$ cat src/sv/spq_pkg.sv
package spq_pkg;

	localparam int TagW  = 16;
	localparam int AgeW  = 8;
	localparam int PrioW = 2;
	localparam int OccW  = 5;

	typedef enum logic [0:0] {
		OP_PUSH = 1'b0,
		OP_POP  = 1'b1
	} opcode_t;

	typedef enum logic [1:0] {
		ST_OK    = 2'd0,
		ST_FULL  = 2'd1,
		ST_EMPTY = 2'd2
	} status_t;

	localparam logic [1:0] TRIAGE_OTHER  = 2'd0;
	localparam logic [1:0] TRIAGE_GREEN  = 2'd1;
	localparam logic [1:0] TRIAGE_YELLOW = 2'd2;
	localparam logic [1:0] TRIAGE_RED    = 2'd3;

	typedef struct packed {
		logic [TagW-1:0]  tag;
		logic [AgeW-1:0]  age;
		logic [PrioW-1:0] prio;
	} entry_t;

	// per-cell controls for one queue operation
	typedef struct packed {
		logic push;         // insert the new item this cycle
		logic pop;          // shift toward the head this cycle
		logic left_before;  // left neighbor stays ahead of the new item
	} cell_ctl_t;

	function automatic logic [PrioW-1:0] triage_prio(input logic [1:0] code);
		logic [PrioW-1:0] p;
		unique case (code)
			TRIAGE_RED:    p = 2'd3;
			TRIAGE_YELLOW: p = 2'd2;
			TRIAGE_GREEN:  p = 2'd1;
			default:       p = 2'd0;
		endcase
		return p;
	endfunction

endpackage

$ cat src/sv/spq_cell.sv
module spq_cell (
	input  logic               clk,
	input  spq_pkg::cell_ctl_t ctl,
	input  spq_pkg::entry_t    new_entry,
	input  spq_pkg::entry_t    left_entry,
	input  spq_pkg::entry_t    right_entry,
	input  logic               occupied,
	output spq_pkg::entry_t    entry,
	output logic               ahead
);

	spq_pkg::entry_t entry_q;

	// held entry stays ahead of the new one on lower or equal priority (FIFO on ties)
	assign ahead = occupied && (entry_q.prio <= new_entry.prio);
	assign entry = entry_q;

	always_ff @(posedge clk) begin
		if (ctl.push && !ahead) begin
			entry_q <= ctl.left_before ? new_entry : left_entry;
		end else if (ctl.pop) begin
			entry_q <= right_entry;
		end
	end

endmodule

$ cat src/sv/stable_priority_queue_top.sv
// A result is registered and appears on the master side in the cycle after its item is accepted.
// One push or pop per cycle while the master side takes results; every cell compares against
//   the new item in parallel, so one cell row update per item sets the rate.
// The result register frees itself on take, so a new item enters only when no result waits or the waiting one is taken.
// Reset (arst_n low, asynchronous) empties the queue and drops any pending result;
//   cell contents are not cleared, only the entry count.
module stable_priority_queue_top #(
	parameter int QUEUE_DEPTH = 16
) (
	input  logic        clk,
	input  logic        arst_n,
	// slave side
	input  logic        s_tvalid,
	output logic        s_tready,
	input  logic [31:0] s_tdata,   // [15:0] record_tag, [23:16] patient_age,
	                               // [25:24] triage_code, [31:26] zero
	input  logic [0:0]  s_tuser,   // [0] opcode (0 push, 1 pop)
	// master side
	output logic        m_tvalid,
	input  logic        m_tready,
	output logic [31:0] m_tdata,   // [15:0] out_tag, [23:16] out_age,
	                               // [25:24] out_priority, [30:26] occupancy, [31] zero
	output logic [1:0]  m_tuser    // [1:0] status
);

	localparam int CntW = $clog2(QUEUE_DEPTH + 1);

	// ---------------- input decode ----------------
	logic                accept;
	spq_pkg::opcode_t    opcode;
	spq_pkg::entry_t     new_entry;

	assign s_tready = !m_tvalid || m_tready;
	assign accept   = s_tvalid && s_tready;
	assign opcode   = spq_pkg::opcode_t'(s_tuser[0]);

	assign new_entry.tag  = s_tdata[15:0];
	assign new_entry.age  = s_tdata[23:16];
	assign new_entry.prio = spq_pkg::triage_prio(s_tdata[25:24]);

	// ---------------- occupancy ----------------
	logic [CntW-1:0] count_q;
	logic [CntW-1:0] count_nxt;
	logic            full;
	logic            empty;
	logic            do_push;
	logic            do_pop;

	assign full    = (count_q == CntW'(QUEUE_DEPTH));
	assign empty   = (count_q == '0);
	assign do_push = accept && (opcode == spq_pkg::OP_PUSH) && !full;
	assign do_pop  = accept && (opcode == spq_pkg::OP_POP) && !empty;

	always_comb begin
		count_nxt = count_q;
		if (do_push) begin
			count_nxt = count_q + 1'b1;
		end else if (do_pop) begin
			count_nxt = count_q - 1'b1;
		end
	end

	always_ff @(posedge clk or negedge arst_n) begin
		if (!arst_n) begin
			count_q <= '0;
		end else begin
			count_q <= count_nxt;
		end
	end

	// ---------------- cell chain ----------------
	// cell 0 is the head; a push shifts the tail part right, a pop shifts all left
	spq_pkg::entry_t entries [QUEUE_DEPTH];
	logic            ahead   [QUEUE_DEPTH];

	for (genvar i = 0; i < QUEUE_DEPTH; i++) begin : g_cell
		spq_pkg::cell_ctl_t ctl;
		spq_pkg::entry_t    left_e;
		spq_pkg::entry_t    right_e;
		logic               occ;

		assign occ      = (CntW'(i) < count_q);
		assign ctl.push = do_push;
		assign ctl.pop  = do_pop;

		if (i == 0) begin : g_head
			assign ctl.left_before = 1'b1;
			assign left_e          = new_entry;
		end else begin : g_body
			assign ctl.left_before = ahead[i-1];
			assign left_e          = entries[i-1];
		end

		if (i == QUEUE_DEPTH - 1) begin : g_tail
			assign right_e = entries[i];  // vacated slot, content irrelevant
		end else begin : g_mid
			assign right_e = entries[i+1];
		end

		spq_cell u_cell (
			.clk         (clk),
			.ctl         (ctl),
			.new_entry   (new_entry),
			.left_entry  (left_e),
			.right_entry (right_e),
			.occupied    (occ),
			.entry       (entries[i]),
			.ahead       (ahead[i])
		);
	end

	// ---------------- result register ----------------
	logic                    out_valid_q;
	spq_pkg::status_t        status_q;
	spq_pkg::entry_t         out_entry_q;
	logic [spq_pkg::OccW-1:0] occ_q;
	logic [CntW+spq_pkg::OccW-1:0] count_ext;

	assign count_ext = {{spq_pkg::OccW{1'b0}}, count_nxt};

	always_ff @(posedge clk or negedge arst_n) begin
		if (!arst_n) begin
			out_valid_q <= 1'b0;
		end else if (accept) begin
			out_valid_q <= 1'b1;
		end else if (m_tready) begin
			out_valid_q <= 1'b0;
		end
	end

	always_ff @(posedge clk) begin
		if (accept) begin
			occ_q       <= count_ext[spq_pkg::OccW-1:0];
			out_entry_q <= '0;
			status_q    <= spq_pkg::ST_OK;
			if (opcode == spq_pkg::OP_PUSH) begin
				if (full) begin
					status_q <= spq_pkg::ST_FULL;
				end
			end else if (empty) begin
				status_q <= spq_pkg::ST_EMPTY;
			end else begin
				out_entry_q <= entries[0];
			end
		end
	end

	assign m_tvalid = out_valid_q;
	assign m_tuser  = status_q;
	assign m_tdata  = {1'b0, occ_q, out_entry_q.prio, out_entry_q.age, out_entry_q.tag};

	// ---------------- checks ----------------
	a_count_bound: assert property (@(posedge clk) disable iff (!arst_n)
		count_q <= CntW'(QUEUE_DEPTH))
		else $error("entry count above queue depth");

	a_pop_empty: assert property (@(posedge clk) disable iff (!arst_n)
		(accept && opcode == spq_pkg::OP_POP && empty) |=> (m_tuser == spq_pkg::ST_EMPTY))
		else $error("pop on empty queue not flagged");

	a_push_count: assert property (@(posedge clk) disable iff (!arst_n)
		do_push |=> (count_q == $past(count_q) + 1'b1))
		else $error("push did not grow the queue");

	a_head_order: assert property (@(posedge clk) disable iff (!arst_n)
		(count_q >= CntW'(2)) |-> (entries[0].prio <= entries[1].prio))
		else $error("head cells out of priority order");

	a_full_reject: assert property (@(posedge clk) disable iff (!arst_n)
		(accept && opcode == spq_pkg::OP_PUSH && full) |=>
		(m_tuser == spq_pkg::ST_FULL && count_q == $past(count_q)))
		else $error("push to full queue not rejected");

endmodule
$ cat config.mk
export PLATFORM = sky130hd
export DESIGN_NAME = stable_priority_queue_top
export DESIGN_NICKNAME = d
export VERILOG_FILES = /design/src/sv/spq_pkg.sv /design/src/sv/spq_cell.sv /design/src/sv/stable_priority_queue_top.sv
export SDC_FILE = /design/constraint.sdc
export NUM_CORES = 1
export LEC_CHECK = 0
export BUFFER_PORTS_ARGS = -buffer_cell sky130_fd_sc_hd__buf_2
export CELL_PAD_IN_SITES_DETAIL_PLACEMENT = 1
export CELL_PAD_IN_SITES_GLOBAL_PLACEMENT = 1
export CORE_MARGIN = 3
export CORE_UTILIZATION = 50
export CTS_CLUSTER_SIZE = 30
export DETAILED_ROUTE_END_ITERATION = 8
export PLACE_DENSITY_LB_ADDON = 0.1
export RECOVER_POWER = 25
export SLEW_MARGIN = 20
export SYNTH_ARGS = -nofsm -noshare
export SYNTH_HDL_FRONTEND = slang
export SYNTH_SLANG_ARGS = --single-unit
$ cat constraint.sdc
create_clock -name clk -period 4.6 [get_ports clk]
set_input_delay 0.23 -clock clk [delete_from_list [all_inputs] [get_ports clk]]
set_output_delay 0.23 -clock clk [all_outputs]
set_load 0.05 [all_outputs]
==> results.py <==
metrics = {
    "run_status": {
        "status": "finished with violations",
        "failed_checks": "max-capacitance violations, max-slew violations",
    },
    "routing": {
        "ant_nets": 0,
        "vias": 15171,
        "drt_iter0_markers": 919,
        "drc": 0,
        "wl_mm": 54.0,
        "dr.pass1.iters": 5,
        "wl_per_cell_um": 20.2,
        "routed_via_density": 5.67,
    },
    "worst_setup_path": {
        "critPathLaunchType": "register",
        "critPathBufInv": 3,
        "cp.arrival_ns": 3.70,
        "cp_max_fo": 26,
        "cp.required_ns": 4.77,
        "path_class": "reg2reg",
        "critPathCaptureType": "register",
        "cp_slowest_cell": "clkbuf_1",
        "crit_chain": "inv_1 -> ha_1 -> nand4bb_1 -> nand4b_1 -> buf_4 -> a21oi_1 -> clkbuf_1",
        "cp_top_family": "buffers and inverters",
        "critPathMaxStageDelay_ns": 1.29,
    },
    "clock_tree": {
        "cts_hold_buf": 4,
        "path_clk_slew_ns": 0.06,
        "ctsLongestPathBuffers": 3,
        "cts_sinks": 455,
        "postCtsSetupRepairBufs": 0,
        "cts_htree_levels": 2,
        "cts_resized": 0,
        "cts_buffers": 49,
        "cts_tree": "built",
        "clock_latency_ns": 0.59,
        "root_buffer": "clkbuf_16",
    },
    "synth": {
        "synth_top_area_cell": "edfxtp_1",
        "ys_types": 47,
        "synth.ff_latch_count": 455,
        "seq_area_frac_synth": 0.580,
        "syn_area_um2": 23500,
        "synthCells": 2029,
        "synth_area_leaders": "edfxtp_1, mux2i_1, a21oi_1",
        "synth-main-ff-cell": "edfxtp_1",
        "synth_top_area_share": 0.574,
        "syn-num-nets": 2102,
        "async_flop_share": 0.0132,
        "synth_edf_count": 449,
        "synth_area_per_cell_um2": 11.6,
        "ys_warn_count": 0,
    },
    "timing": {
        "rsz0062_at_grt": "no",
        "tightest_slew_ns": 1.95,
        "worst_slew_margin_rel": -0.299,
        "fin_crit_sh": 0.766,
        "fmax_mhz": 284,
        "setup_viol": 0,
        "maxSlewViolCount": 117,
        "fin_skew_ns": 0.0159,
        "min_period_ns": 3.53,
        "tns_ns": 0,
        "hold_viol_final": 0,
    },
    "floorplanning": {
        "die_area_um2": 49600,
        "ios": 73,
        "fp-row-count": 78,
        "coreArea_um2": 45900,
        "die_height_um": 223,
        "fp.dieW_um": 223,
        "initial_utilization": 0.512,
    },
    "finish": {
        "nets": 2115,
        "n_fill_cell": 4796,
        "layout-drive-gt1-share": 0.101,
        "area_delta_synth_final_pct": 9.09,
        "layout_commonest_cell": "edfxtp_1",
        "most-common-layout-cells": "edfxtp_1, nor2_1, a21oi_1, mux2i_1, nand2_1",
    },
    "global_routing": {
        "grt_pass1_wl_mm": 87.4,
        "grt_pass1_vias": 15646,
        "grt_max_degree": 54,
        "antenna_found_initial": 2,
        "grt_overflow": 0,
        "track_usage": 0.215,
    },
    "place": {
        "place.gp.congestion": 0.783,
        "dpl.hpwl_mm": 37.9,
        "numPortBuffers": 65,
    },
    "job": {
        "maxCapViolCount": 5,
    },
    "power": {
        "ir_worst_vdd_v": 0.000285,
        "p_leak_nw": 10.0,
        "powerDensity_nw_per_um2": 581,
        "finalPower_mw": 14.9,
    },
    "min_path": {
        "holdCritPathClass": "in2reg",
    },
}
cells in the mapped netlist, types with 2 or more instances:
cell / instances
buf_4: 27
o211ai_1: 2
inv_1: 19
a21oi_4: 7
dfrtp_1: 6
a21oi_1: 315
buf_12: 2
mux2i_1: 312
nand2b_1: 17
buf_2: 61
mux2_4: 19
a21oi_2: 7
and2_1: 30
nor2b_1: 17
xnor2_1: 3
nor2_1: 371
edfxtp_1: 449
nand2_1: 133
clkbuf_1: 53
o21bai_1: 2
nand2_2: 9
o21ai_0: 21
mux2_2: 32
ha_1: 36
buf_6: 3
nand3_1: 2
a31oi_1: 53
nand2_4: 2
sequential cells by signal, indices dropped and copies added, names as in the netlist:
signal	count
count_q	5
g_cell.u_cell.entry	416
m_tdata	26
m_tuser	2
m_tvalid	1
occ_q	5
through the flow:
stage | area (um2) | setup WS (ns) | std cells | hold WS (ns) | utilization
6_report | 25600 | 1.07 | 2677 | 0.0438 | 0.559
3_5_place_dp | 24200 | 1.36 | 2587 | 0.0801 | 0.527
2_1_floorplan | 23500 | 0.581 | 2029 | -0.0656 | -
3_3_place_gp | 24100 | 1.07 | 2586 | 0.0697 | 0.526
5_1_grt | 25600 | 0.867 | 2677 | 0.0764 | 0.559
4_1_cts | 25700 | 1.33 | 2675 | 0.000279 | 0.561
report_power, final:
group / internal [mW] / switching [mW]
combinational: 1.90 / 3.05
clock: 2.20 / 1.61
sequential: 5.69 / 0.438
total: 9.78 / 5.10
path summary, 6_finish.rpt:
path	from	endpoint	slack, ns	cells after the start
worst max-delay path	count_q[1]$_DFF_PN0_	g_cell[15].u_cell.entry[24]$_DFFE_PP_	1.07	7
worst min-delay path	m_tready	m_tvalid$_DFFE_PN0P_	0.04	3
worst max register to register	count_q[1]$_DFF_PN0_	g_cell[15].u_cell.entry[24]$_DFFE_PP_	1.07	7
worst min register to register	g_cell[0].u_cell.entry[11]$_DFFE_PP_	m_tdata[1]$_SDFFCE_PP0N_	0.56	1
max in group asynchronous	arst_n	m_tvalid$_DFFE_PN0P_	3.68	3
min in group asynchronous	arst_n	count_q[1]$_DFF_PN0_	0.64	3
layer usage:
metal  vias to the layer above  global-route usage  routed length [um]  share of wire
met1                      7501               0.310               26200           0.49
met3                        67              0.0292                2000          0.037
met5                         -                   0                   0              0
met2                       232               0.345               24700           0.46
met4                         0              0.0554                1050          0.019
li1                       7371                   -                   -              -
final cells by class:
cell class | instances | area (um2) | area share
Timing Repair Buffer | 110 | 638 | 0.0249
Sequential cell | 455 | 13600 | 0.532
Antenna cell | 2 | 5.00 | 0.000195
Clock inverter | 24 | 220 | 0.00859
Multi-Input combinational cell | 1407 | 9010 | 0.352
Tap cell | 600 | 751 | 0.0293
Clock buffer | 60 | 1290 | 0.0503
Inverter | 19 | 71.3 | 0.00278
worst reg2reg max path, stage by stage, from the launching register on:
cell       delay [ns]
dfrtp_1          0.54
inv_1            0.20
ha_1             0.28
nand4bb_1        0.18
nand4b_1         0.12
buf_4            0.28
a21oi_1          0.20
clkbuf_1         1.29
cells by family after synthesis:
group | synth area share
AO/OA/AOI/OAI | 0.0964
XOR/XNOR | 0.00149
adder cells (fa/ha/maj) | 0.0192
buffers and inverters | 0.0372
flip-flops | 0.580
multiplexers | 0.160
other | 0.000160
AND/OR/NAND/NOR | 0.105
Note: power is estimated with default switching activity, not from simulation.
